$ cat src/hw/rtl/frs_pkg.sv
`default_nettype none

package frs_pkg;

	// Default working width of the running sum.
	localparam int VALUE_WIDTH_DEF = 32;

	// Width of the fraction fields on the ports.
	localparam int FIELD_WIDTH = 32;

	// Multiplier digit: bits of the second operand consumed per cycle.
	localparam int MUL_DIGIT = 16;

	typedef enum logic [1:0] {
		STAT_OK        = 2'd0,
		STAT_WRAP      = 2'd1,
		STAT_NO_REDUCE = 2'd2
	} status_t;

	// Operand selection for the shared divider.
	typedef enum logic [1:0] {
		DIV_EUCLID = 2'd0,
		DIV_QUOT_N = 2'd1,
		DIV_QUOT_D = 2'd2
	} div_sel_t;

	typedef struct packed {
		logic     load_acc;
		logic     mul_start;
		logic     acc_update;
		logic     gcd_load;
		logic     div_start;
		div_sel_t div_sel;
		logic     gcd_write;
		logic     save_qn;
		logic     save_qd;
		logic     emit;
		logic     emit_raw;
	} frs_cmd_t;

	typedef struct packed {
		logic mul_done;
		logic div_done;
		logic any_zero;
		logic g_zero;
		logic euclid_stall;
	} frs_stat_t;

endpackage

`default_nettype wire

$ cat src/hw/rtl/frs_ctrl.sv
`default_nettype none

module frs_ctrl (
	input  wire logic               clk,
	input  wire logic               arst_n,
	input  wire logic               in_valid,
	input  wire logic               last_item,
	output logic                    in_stall,
	input  wire logic               out_stall,
	output logic                    out_valid,
	output frs_pkg::frs_cmd_t       cmd,
	input  wire frs_pkg::frs_stat_t stat
);

	typedef enum logic [7:0] {
		ST_IDLE     = 8'b0000_0001,
		ST_MUL      = 8'b0000_0010,
		ST_GCD_LOAD = 8'b0000_0100,
		ST_GCD_TEST = 8'b0000_1000,
		ST_GCD_WAIT = 8'b0001_0000,
		ST_QN_WAIT  = 8'b0010_0000,
		ST_QD_WAIT  = 8'b0100_0000,
		ST_EMIT     = 8'b1000_0000
	} state_t;

	state_t state_q;
	state_t state_d;
	logic   set_started_q;
	logic   set_started_d;
	logic   last_q;
	logic   last_d;
	logic   noreduce_q;
	logic   noreduce_d;
	logic   out_valid_q;
	logic   out_free;

	assign out_free = !out_valid_q || !out_stall;

	always_comb begin
		state_d       = state_q;
		set_started_d = set_started_q;
		last_d        = last_q;
		noreduce_d    = noreduce_q;
		cmd           = '0;
		cmd.div_sel   = frs_pkg::DIV_EUCLID;
		case (state_q)
			ST_IDLE: begin
				if (in_valid) begin
					last_d = last_item;
					if (set_started_q) begin
						cmd.mul_start = 1'b1;
						state_d       = ST_MUL;
					end else begin
						cmd.load_acc  = 1'b1;
						set_started_d = 1'b1;
						if (last_item) begin
							state_d = ST_GCD_LOAD;
						end
					end
				end
			end
			ST_MUL: begin
				if (stat.mul_done) begin
					cmd.acc_update = 1'b1;
					state_d        = last_q ? ST_GCD_LOAD : ST_IDLE;
				end
			end
			ST_GCD_LOAD: begin
				cmd.gcd_load = 1'b1;
				noreduce_d   = 1'b0;
				state_d      = ST_GCD_TEST;
			end
			ST_GCD_TEST: begin
				if (stat.any_zero) begin
					if (stat.g_zero) begin
						noreduce_d = 1'b1;
						state_d    = ST_EMIT;
					end else begin
						cmd.div_start = 1'b1;
						cmd.div_sel   = frs_pkg::DIV_QUOT_N;
						state_d       = ST_QN_WAIT;
					end
				end else begin
					cmd.div_start = 1'b1;
					state_d       = ST_GCD_WAIT;
				end
			end
			ST_GCD_WAIT: begin
				if (stat.div_done) begin
					if (stat.euclid_stall) begin
						noreduce_d = 1'b1;
						state_d    = ST_EMIT;
					end else begin
						cmd.gcd_write = 1'b1;
						state_d       = ST_GCD_TEST;
					end
				end
			end
			ST_QN_WAIT: begin
				if (stat.div_done) begin
					cmd.save_qn   = 1'b1;
					cmd.div_start = 1'b1;
					cmd.div_sel   = frs_pkg::DIV_QUOT_D;
					state_d       = ST_QD_WAIT;
				end
			end
			ST_QD_WAIT: begin
				if (stat.div_done) begin
					cmd.save_qd = 1'b1;
					state_d     = ST_EMIT;
				end
			end
			ST_EMIT: begin
				if (out_free) begin
					cmd.emit      = 1'b1;
					cmd.emit_raw  = noreduce_q;
					set_started_d = 1'b0;
					noreduce_d    = 1'b0;
					state_d       = ST_IDLE;
				end
			end
			default: begin
				state_d = ST_IDLE;
			end
		endcase
	end

	always_ff @(posedge clk or negedge arst_n) begin
		if (!arst_n) begin
			state_q       <= ST_IDLE;
			set_started_q <= 1'b0;
			last_q        <= 1'b0;
			noreduce_q    <= 1'b0;
			out_valid_q   <= 1'b0;
		end else begin
			state_q       <= state_d;
			set_started_q <= set_started_d;
			last_q        <= last_d;
			noreduce_q    <= noreduce_d;
			if (cmd.emit) begin
				out_valid_q <= 1'b1;
			end else if (!out_stall) begin
				out_valid_q <= 1'b0;
			end
		end
	end

	assign in_stall  = (state_q != ST_IDLE);
	assign out_valid = out_valid_q;

	a_div_done_waiting: assert property (@(posedge clk) disable iff (!arst_n)
		stat.div_done |-> (state_q == ST_GCD_WAIT || state_q == ST_QN_WAIT ||
			state_q == ST_QD_WAIT))
		else $error("divider finished while no division was awaited");

	a_mul_done_waiting: assert property (@(posedge clk) disable iff (!arst_n)
		stat.mul_done |-> (state_q == ST_MUL))
		else $error("multipliers finished outside the accumulate step");

	a_mul_needs_set: assert property (@(posedge clk) disable iff (!arst_n)
		(state_q == ST_MUL) |-> set_started_q)
		else $error("accumulating into a sum that was never loaded");

endmodule

`default_nettype wire

$ cat config.mk
export PLATFORM = sky130hd
export DESIGN_NAME = frs_ctrl
export DESIGN_NICKNAME = d
export VERILOG_FILES = /design/src/hw/rtl/frs_pkg.sv /design/src/hw/rtl/frs_ctrl.sv
export SDC_FILE = /design/constraint.sdc
export NUM_CORES = 1
export LEC_CHECK = 0
export ABC_AREA = 1
export BUFFER_PORTS_ARGS = -buffer_cell sky130_fd_sc_hd__buf_2
export CAP_MARGIN = 20
export CORE_UTILIZATION = 35
export CTS_CLUSTER_DIAMETER = 60
export DETAILED_ROUTE_END_ITERATION = 10
export PLACE_DENSITY_LB_ADDON = 0.3
export SYNTH_ARGS = -nofsm -noshare
export SYNTH_HDL_FRONTEND = slang
export SYNTH_SLANG_ARGS = --single-unit
export TNS_END_PERCENT = 100
$ cat constraint.sdc
create_clock -name clk -period 2.25 [get_ports clk]
set_clock_uncertainty 0.1 [all_clocks]
set_input_delay 0.675 -clock clk [delete_from_list [all_inputs] [get_ports clk]]
set_output_delay 0.675 -clock clk [all_outputs]
set_load 0.02 [all_outputs]
---- Word level (Yosys, flattened, before mapping) ----
Index checks and enable logic that the tools add are counted.
storage, ports and cells
  bits in registers ....................... 12
  bits in latches ......................... 0
  bits in writable memories ............... 0
  ROM bits ................................ 0
  bits of input ports ..................... 10
  output and inout port bits .............. 14
  word-level logic and storage cells ...... 77
  memories kept ........................... 0
operators by class
  $add $sub $neg .......................... 0
  $mul .................................... 0
  divide/modulo/power cells ............... 0
  $lt $le $gt $ge ......................... 0
  eq/ne operators ......................... 20
  shift operators ......................... 0
  multiplexer cells ....................... 43
  bitwise logic cells ..................... 0
  reductions and logical operators ........ 9
operator list
  cell                                                                      number
  8-bit 2-to-1 mux                                                          11
  8-bit case mux with 8 select lines                                        1
  1-bit 2-to-1 mux                                                          20
  2-bit inequality test (second input constant)                             9
  2-bit 2-to-1 mux                                                          5
  3-bit 2-to-1 mux                                                          3
  8-bit by 1-bit == test with 1-bit output (second input constant)          1
  8-bit by 2-bit == test with 1-bit output (second input constant)          1
  8-bit by 3-bit == test with 1-bit output (second input constant)          1
  8-bit by 4-bit == test with 1-bit output (second input constant)          1
  8-bit by 5-bit == test with 1-bit output (second input constant)          1
  8-bit by 6-bit == test with 1-bit output (second input constant)          1
  8-bit by 7-bit == test with 1-bit output (second input constant)          1
  8-bit == test (second input constant)                                     1
  8-bit by 1-bit inequality test with 1-bit output (second input constant)  1
  7-bit AND reduction                                                       1
  3-bit case mux with 2 select lines                                        1
  6-bit AND reduction                                                       1
  1-bit case mux with 4 select lines                                        1
  4-bit nonzero test                                                        1
  3-bit inequality test (second input constant)                             1
  3-bit AND reduction                                                       1
  1-bit zero test                                                           2
  2-bit by 1-bit inequality test with 1-bit output (second input constant)  1
  4 further kinds                                                           4

---- Depth between registers and ports, before layout ----
Gate-level depths: netlist (run 1).
  depth after elaboration ................. 5
  gate-level depth with buffers ........... 10
  gate-level depth less buffers ........... 10

---- Least setup slack after synthesis (run 1) ----
Ideal clock, no wire load.
  path kind ............................... flip-flop to output port
  start ................................... reg state_q[1]
  end ..................................... out cmd[0] in the netlist's numbering
  arrival time ............................ 1.351 ns
  data required time ...................... 1.475 ns
  setup slack ............................. 0.124 ns
  cell stages (with the launch flop) ...... 6
  path buffers ............................ 0
  cell sequence ........................... dfrtp_1 inv_2 nand2_4 nor2_8 nand2_1 nor3b_1
RTL lines
  what                      RTL line         text
  start: declaration        frs_ctrl.sv:26   state_t state_q;
  start signal: assignment  frs_ctrl.sv:136  state_q <= state_d;
  end: declaration          frs_ctrl.sv:11   output frs_pkg::frs_cmd_t cmd,

==> flow_metrics.env, run 1 <==
export IMPL_drive_above_1_share=0.4974
export IMPL_drc=0
export IMPL_critical_path_class="flop to output pin"
export IMPL_clk_latency_ns=0.28
export IMPL_die_w_um=52.56
export IMPL_p_int_uw=955.9
export IMPL_fp_dieH_um=52.56
export IMPL_p_comb_frac=0.728
export IMPL_rsz0062_at_grt="true"
export IMPL_n_antenna_cell=0
export IMPL_post_synth_instance_area_sq_um=894.6
export IMPL_root_buffer="clkbuf_4"
export IMPL_max_clock_path_buffers=2
export IMPL_slew_headroom=0.8032
export IMPL_dp_hpwl_um=1654
export IMPL_crit_fanout=4
export IMPL_maxCapViolations=0
export IMPL_vias_per_cell=5.096
export IMPL_start_util=0.3859
export IMPL_cts_sinks=12
export IMPL_outcome="finished with violations"
export IMPL_final_antenna_net_count=0
export IMPL_ioPinCount=24
export IMPL_htree_levels=1
export IMPL_totalNegativeSetupSlack_ns=-0.2680
export IMPL_final_cells=219
export IMPL_drtIter0Drc=59
export IMPL_syn_inst=136
export IMPL_layout_nets=202
export IMPL_worst_setup_path_start_kind="flop"
export IMPL_synth_seq_cells=12
export IMPL_power_frac_seq=0.183
export IMPL_synth_warning_count=0
export IMPL_p_sw_uw=772.3
export IMPL_dp_cells=186
export IMPL_synth_fp_nets=146
export IMPL_hp_class="input pin to async pin"
export IMPL_grt_max_degree=13
export IMPL_setup_viol=8
export IMPL_groute_usage_overall=0.2345
export IMPL_violations="negative setup slack"
export IMPL_numPortBuffers=23
export IMPL_tightest_slew_ns=0.2952
export IMPL_ir_drop_mv=0.7743
export IMPL_sw_frac_of_total=0.4469
export IMPL_yosysUniqueCellTypes=23
export IMPL_cts_tree="yes"
export IMPL_period_needed_ns=2.314
export IMPL_p_total_uw=1728
export IMPL_core_region_area_sq_um=2318
export IMPL_n_fill_cell=191
export IMPL_seq_area_frac_synth=0.3371
export IMPL_antenna_found_initial=0
export IMPL_dr_pass1_iters=4
export IMPL_syn_to_final_growth_pct=60.98
export IMPL_pre_cts_ws_ns=0.1620
export IMPL_post_route_util=0.6212
export IMPL_grt_first_pass_wirelength_um=4574
export IMPL_rows=17
export IMPL_grt_pass1_vias=1053
export IMPL_period_share=1.028
export IMPL_wirelength_um=3249
export IMPL_dieArea_sq_um=2762
export IMPL_leakage_uw=0.0008243
export IMPL_syn_avg_cell_area_sq_um=6.578
export IMPL_fmax_mhz=432.2
export IMPL_via_count=1116
export IMPL_cp_arrival_ns=1.54
export IMPL_hold_viol=0
export IMPL_clkPwrFrac=0.088
export IMPL_layout_setup_ws_ns=-0.06373
export IMPL_endpoint_kind="output pin"
export IMPL_routedWlPerCell_um=14.84
export IMPL_critPathRequiredTime_ns=1.47
export IMPL_gp_congestion=0.8600
export IMPL_powerDensity_nw_per_um2=1200
export IMPL_clkTransAtPathRegs_ns=0.09
export IMPL_cts_inserted_buffers=3
export IMPL_drv_slew=0
export IMPL_grt_remaining_overflow=0
metal layers:
layer / up-vias / GRT usage / wire (um)
met5: - / 0 / 0
met4: 0 / 0.1623 / 138
met3: 15 / 0.02899 / 145
met2: 53 / 0.4030 / 1691
met1: 523 / 0.2657 / 1274
li1: 525 / - / -
flip-flops by register name, indices dropped and copies added (netlist names):
register / count
noreduce_q: 1
state_q: 8
out_valid: 1
last_q: 1
set_started_q: 1
cells in the final DEF, fill, tap and decap left out, types with 3 or more instances in the layout:
cell / count
nor2_1: 11
inv_1: 15
nand2_2: 6
dfrtp_1: 11
buf_2: 11
nor2_2: 8
buf_4: 33
o21ai_0: 3
nand3_1: 8
nor2_4: 6
nand2_4: 6
buf_6: 8
clkbuf_4: 3
inv_2: 7
nand2_1: 38
o21ai_1: 3
cells by family after synthesis:
family                 synth area share
AO/OA/AOI/OAI                   0.07693
AND/OR/NAND/NOR                  0.4853
buffers and inverters            0.1007
flip-flops                       0.3371
critical path: stages, from the launching register on:
cell     delay, ns
dfstp_2       0.57
nand2_2       0.08
nor2_4        0.12
nand2_4       0.08
nor2_4        0.11
inv_2         0.07
nor2_4        0.10
buf_6         0.13
cell usage after synthesis, drive strengths merged:
cell     n  area share
nor3b    2       0.022
o211ai   1      0.0084
o22ai    1      0.0070
o21ai    6       0.034
a21boi   1      0.0084
nand3   10       0.067
nand2   50        0.25
buf      1      0.0084
nand3b   1      0.0084
dfrtp   11        0.31
dfstp    1       0.029
o21bai   1      0.0084
inv     22       0.092
nor2    26        0.14
a21oi    2       0.011
worst paths after layout:
check                           slack (ns)        from       endpoint  cells past startpoint
worst max-delay path                 -0.06  state_q[0]        cmd[10]                      7
worst min-delay path                  0.16      arst_n  set_started_q                      1
worst max register to register        0.12  state_q[4]     state_q[0]                     18
worst min register to register        0.40   out_valid      out_valid                      2
max in group asynchronous             1.61      arst_n     state_q[0]                      1
min in group clk                      0.40   out_valid      out_valid                      2
stage by stage:
step           hold WS [ns]  instance area, sq um
6_report             0.1587                  1440
5_1_grt              0.1652                  1440
4_1_cts              0.1776                  1240
3_5_place_dp         0.3581                  1037
3_3_place_gp         0.3603                  1037
2_1_floorplan        0.2794                 894.6
cell type report:
cell class	count	area [sq um]	area share
repair buffers	52	392.9	0.2728
multi-input cells	101	601.8	0.4179
clock buffers	4	26.28	0.01825
well taps	28	35.03	0.02433
inverters	22	82.58	0.05734
flip-flops and latches	12	301.5	0.2094
timing repair:
action                                  CTS  global route
buffers inserted                         17            13
endpoints found under the setup margin    6            13
pin swaps                                 5            15
hold buffers                              0             0
gates resized for setup                  14            33
power by group through the flow:
stage	registers [uW]	logic, uW	clock network [uW]
floorplan	310	473	0
global placement	316	585	0
detailed placement	316	590	0
CTS	313	927	147
global route	323	1330	171
finish	317	1260	153
Power figures use the tool's default switching activity.
==> run 2: changes to the inputs <==
CORE_UTILIZATION = 37   (was 35)
==> run 2 against run 1 <==
Effect of this change:
- critical endpoint unchanged
- design area fell by 8.2%
- largest cell class unchanged
- the flow still finishes with violations (negative setup slack)
- sequential power barely moved
- cell count fell by 6.8%
- wire length fell by 24%
- via count fell by 10%
- die area fell by 5.2%
- non-clock buffer count fell by 15
- clock power rose by 20%
- critical path depth did not move
- critical path type unchanged
- combinational power fell by 35%
- global-route usage fell by 2.8 points
==> flow_metrics.env, run 2 (synthesis gave the netlist of run 1 again) <==
export IMPL_layout_common_cells="nand2_1 (40), buf_4 (19), inv_1 (15), nor2_1 (13), buf_2 (12)"
export IMPL_leakage_uw=0.0007564
export IMPL_htree_levels=1
export IMPL_cp_num_buf_inv=2
export IMPL_cts_tree="yes"
export IMPL_period_share=1.019
export IMPL_die_w_um=51.17
export IMPL_violations="negative setup slack"
export IMPL_powerDensity_nw_per_um2=994.4
export IMPL_grt_pass1_vias=913
export IMPL_rr_endpoint="state_q[6]"
export IMPL_grt_remaining_overflow=0
export IMPL_dr_pass1_iters=4
export IMPL_hp_class="input pin to async pin"
export IMPL_period_needed_ns=2.292
export IMPL_totalNegativeSetupSlack_ns=-0.08109
export IMPL_drtIter0Drc=31
export IMPL_ioPinCount=24
export IMPL_wirelength_um=2461
export IMPL_critical_path_class="flop to output pin"
export IMPL_drc=0
export IMPL_vias_per_cell=4.922
export IMPL_maxCapViolations=0
export IMPL_groute_usage_overall=0.2067
export IMPL_fp_dieH_um=51.17
export IMPL_antenna_found_initial=0
export IMPL_layout_setup_ws_ns=-0.04170
export IMPL_largest_reg_flops=8
export IMPL_grt_first_pass_wirelength_um=3974
export IMPL_crit_fanout=4
export IMPL_n_fill_cell=210
export IMPL_ir_drop_mv=0.6005
export IMPL_cp_top_family="flip-flops"
export IMPL_via_count=1004
export IMPL_cpMostUsedCell="nor2_4"
export IMPL_final_common_cell="nand2_1"
export IMPL_critPathMaxStageDelay_ns=0.56
export IMPL_worstPathCellList="nand2_2 -> nor2_4 -> nand2_4 -> nor2_4 -> inv_2 -> nor2_2 -> buf_6"
export IMPL_regMostFlops="state_q"
export IMPL_core_region_area_sq_um=2255
export IMPL_rsz0062_at_grt="true"
export IMPL_gp_congestion=0.8279
export IMPL_dieArea_sq_um=2618
export IMPL_pre_cts_ws_ns=0.1668
export IMPL_n_antenna_cell=0
export IMPL_drive_above_1_share=0.4375
export IMPL_grt_max_degree=13
export IMPL_clk_latency_ns=0.29
export IMPL_critPathRequiredTime_ns=1.47
export IMPL_outcome="finished with violations"
export IMPL_r2r_cells=12
export IMPL_hold_viol=0
export IMPL_routedWlPerCell_um=12.06
export IMPL_setup_viol=4
export IMPL_max_clock_path_buffers=2
export IMPL_tightest_slew_ns=0.3274
export IMPL_fmax_mhz=436.4
export IMPL_endpoint_kind="output pin"
export IMPL_reg2reg_slack_ns=0.56
export IMPL_rows=17
export IMPL_clkTransAtPathRegs_ns=0.08
export IMPL_dp_hpwl_um=1635
export IMPL_cts_inserted_buffers=3
export IMPL_layout_nets=187
export IMPL_critPathSlowestCell="dfstp_2"
export IMPL_root_buffer="clkbuf_4"
export IMPL_final_antenna_net_count=0
export IMPL_start_util=0.3968
export IMPL_worstReg2RegStart="state_q[4]"
export IMPL_cp_arrival_ns=1.52
export IMPL_slew_headroom=0.7815
export IMPL_postCtsHoldBufs=0
export IMPL_drv_slew=0
export IMPL_cts_sinks=12
export IMPL_syn_to_final_growth_pct=47.83
export IMPL_worst_setup_path_start_kind="flop"
export IMPL_numPortBuffers=23
-- run 2: cell types whose count changed in the layout (fill, tap and decap cells not counted), moves of 2 or more --
cell	previous run	this run
nor2_2	8	5
buf_4	33	19
nor2_1	11	13
buf_6	8	6
nand2_1	38	40
nand2_2	6	3
-- run 2: stage by stage --
stage | total power, uW | instance area [sq um] | hold slack, ns | utilization | instances
after floorplan | 782.4 | 894.6 | 0.2794 | - | 136
after global placement | 900.2 | 1037 | 0.3610 | 0.4600 | 186
after detailed placement | 908.1 | 1037 | 0.3659 | 0.4600 | 186
after CTS | 1232 | 1212 | 0.1705 | 0.5377 | 201
after global routing | 1408 | 1323 | 0.1730 | 0.5866 | 204
final | 1315 | 1323 | 0.1592 | 0.5866 | 204
-- run 2: where the power goes --
group	switching [uW]	internal, uW
clock	85.1	98.6
sequential	36.1	279
combinational	493	323
-- run 2: layout make-up --
type	instances	area, sq um	area share
Clock buffer	4	36.28	0.02744
Inverter	22	85.08	0.06433
Tap cell	28	35.03	0.02649
Sequential cell	12	301.5	0.2280
Timing Repair Buffer	37	270.3	0.2044
Multi-Input combinational cell	101	594.3	0.4494
-- run 2: worst reg2reg max path: cells and delay by family, from the launching register on --
kind / cells / cell delay, ns
buffers and inverters: 4 / 0.40
flip-flops: 1 / 0.40
AND/OR/NAND/NOR: 8 / 0.70
-- run 2: layer usage --
metal / share of wire / up-vias / GRT usage
met5: 0 / - / 0
met4: 0.028 / 0 / 0.1065
met3: 0.069 / 8 / 0.04167
met2: 0.49 / 48 / 0.3399
met1: 0.41 / 448 / 0.2528
li1: - / 500 / -
-- run 2: how the worst max path moves through the flow --
stage,from,to,slack (ns),cells past startpoint
floorplan,state_q[1],cmd[0],0.12,5
global placement,state_q[1],cmd[0],0.19,6
detailed placement,state_q[1],cmd[0],0.17,6
CTS,state_q[0],cmd[10],-0.009,7
global route,state_q[0],cmd[10],-0.11,7
finish,state_q[0],cmd[10],-0.04,7
-- run 2: repair_timing --
| item | in CTS | in global routing |
|---|---|---|
| endpoints found under the setup margin | 7 | 11 |
| cloned | 0 | 0 |
| pin swaps | 5 | 7 |
| buffers inserted | 11 | 3 |
| gates resized for setup | 17 | 25 |
==> run 3: changes to the inputs <==
CELL_PAD_IN_SITES_DETAIL_PLACEMENT = 1   (was unset)
CELL_PAD_IN_SITES_GLOBAL_PLACEMENT = 1   (was unset)
CORE_UTILIZATION = 35   (was 37)
==> run 3 against run 2 <==
Effect of this change:
- the run still ends with negative setup slack left
- total power is 3.7% higher
- clock power is 4% lower
- global-route usage is 5.0 points higher
- first-iteration DRC count is 77% lower
- register-to-register slack worse by 0.03 ns
- via count is 3.5% higher
- setup slack better by 0.0012 ns
- combinational power is 6.4% higher
- non-clock buffer count is 2 lower
- critical path depth stayed put
- critical endpoint unchanged
- highest routed layer unchanged
==> flow_metrics.env, run 3 (synthesis gave the netlist of run 1 again) <==
export IMPL_crit_fanout=3
export IMPL_core_region_area_sq_um=2318
export IMPL_r2r_cells=9
export IMPL_period_needed_ns=2.290
export IMPL_critPathRequiredTime_ns=1.47
export IMPL_layout_common_cells="nand2_1 (39), buf_4 (20), inv_1 (15), nor2_1 (13), buf_2 (12)"
export IMPL_clk_latency_ns=0.28
export IMPL_via_count=1039
export IMPL_powerDensity_nw_per_um2=1045
export IMPL_die_w_um=52.56
export IMPL_groute_usage_overall=0.2562
export IMPL_ir_drop_mv=0.8206
export IMPL_clkTransAtPathRegs_ns=0.08
export IMPL_drtIter0Drc=7
export IMPL_totalNegativeSetupSlack_ns=-0.04046
export IMPL_dr_pass1_iters=4
export IMPL_n_antenna_cell=0
export IMPL_drive_above_1_share=0.4400
export IMPL_grt_remaining_overflow=0
export IMPL_routedWlPerCell_um=15.71
export IMPL_worstPathCellList="nand2_2 -> nor2_4 -> nand2_4 -> nor2_4 -> inv_2 -> nor2_1 -> buf_4"
export IMPL_period_share=1.018
export IMPL_critPathSlowestCell="dfstp_2"
export IMPL_layout_nets=186
export IMPL_grt_first_pass_wirelength_um=5016
export IMPL_largest_reg_flops=8
export IMPL_post_route_util=0.5629
export IMPL_wirelength_um=3190
export IMPL_cp_num_buf_inv=2
export IMPL_hp_class="input pin to async pin"
export IMPL_cp_top_family="flip-flops"
export IMPL_critPathMaxStageDelay_ns=0.56
export IMPL_antenna_found_initial=0
export IMPL_n_fill_cell=314
export IMPL_gp_congestion=0.8291
export IMPL_setup_viol=1
export IMPL_max_clock_path_buffers=2
export IMPL_outcome="finished with violations"
export IMPL_holdWs_ns=0.1678
export IMPL_layout_setup_ws_ns=-0.04046
export IMPL_pre_cts_ws_ns=0.1616
export IMPL_grt_max_degree=13
export IMPL_drc=0
export IMPL_root_buffer="clkbuf_4"
export IMPL_final_antenna_net_count=0
export IMPL_cts_tree="yes"
export IMPL_critical_path_class="flop to output pin"
export IMPL_vias_per_cell=5.118
export IMPL_leakage_uw=0.0007436
export IMPL_rsz0062_at_grt="true"
export IMPL_syn_to_final_growth_pct=45.87
export IMPL_cpMostUsedCell="nor2_4"
export IMPL_ioPinCount=24
export IMPL_cp_arrival_ns=1.52
export IMPL_numPortBuffers=23
export IMPL_fmax_mhz=436.6
export IMPL_hold_viol=0
export IMPL_dieArea_sq_um=2762
export IMPL_endpoint_kind="output pin"
export IMPL_slew_headroom=0.7663
export IMPL_cts_inserted_buffers=3
export IMPL_rr_endpoint="state_q[2]"
export IMPL_start_util=0.3859
export IMPL_fp_dieH_um=52.56
export IMPL_drv_slew=0
export IMPL_worstReg2RegStart="state_q[0]"
export IMPL_rows=17
export IMPL_reg2reg_slack_ns=0.53
export IMPL_tightest_slew_ns=0.3502
export IMPL_maxCapViolations=0
export IMPL_worst_setup_path_start_kind="flop"
export IMPL_htree_levels=1
export IMPL_violations="negative setup slack"
export IMPL_cts_sinks=12
export IMPL_final_common_cell="nand2_1"
export IMPL_worstSetupStartpoint="state_q[0]"
export IMPL_regMostFlops="state_q"
export IMPL_dp_hpwl_um=2063
export IMPL_grt_pass1_vias=1077
[run 3: metrics by stage]
step | power, uW | cells | instance area (sq um)
2_1_floorplan | 782.4 | 136 | 894.6
4_1_cts | 1284 | 201 | 1202
5_1_grt | 1445 | 203 | 1305
6_report | 1364 | 203 | 1305
3_3_place_gp | 908.8 | 187 | 1045
3_5_place_dp | 932.5 | 187 | 1045
[run 3: how the worst max path moves through the flow]
stage / slack [ns] / cells past startpoint / endpoint
after CTS: -0.04 / 7 / cmd[10]
after global placement: 0.19 / 5 / cmd[0]
after global routing: -0.09 / 6 / cmd[4]
after floorplan: 0.12 / 5 / cmd[0]
final: -0.04 / 7 / cmd[10]
after detailed placement: 0.16 / 7 / cmd[10]
[run 3: routing by layer]
layer | wire length, um | track usage | vias to the layer above
met3 | 94 | 0.03478 | 7
li1 | - | - | 495
met2 | 1626 | 0.4473 | 29
met4 | 56 | 0.09211 | 0
met5 | 0 | 0 | -
met1 | 1413 | 0.3163 | 508
[run 3: timing repair]
item / in CTS / in global routing
buffers inserted: 9 / 2
endpoints found under the setup margin: 7 / 12
hold endpoints to repair: 0 / 0
pin swaps: 10 / 7
hold buffers: 0 / 0
gates cloned: 1 / 0
gates resized for setup: 14 / 25
[run 3: area by class of cell]
class / count / area (sq um) / area share
flip-flops and latches: 12 / 301.5 / 0.2311
well taps: 28 / 35.03 / 0.02685
inverters: 22 / 85.08 / 0.06520
clock buffers: 4 / 36.28 / 0.02780
repair buffers: 35 / 244.0 / 0.1870
multi-input cells: 102 / 603.1 / 0.4621
[run 3: power breakdown]
group	internal, uW	switching, uW
clock network	98.5	78.3
logic	315	554
registers	279	39.0
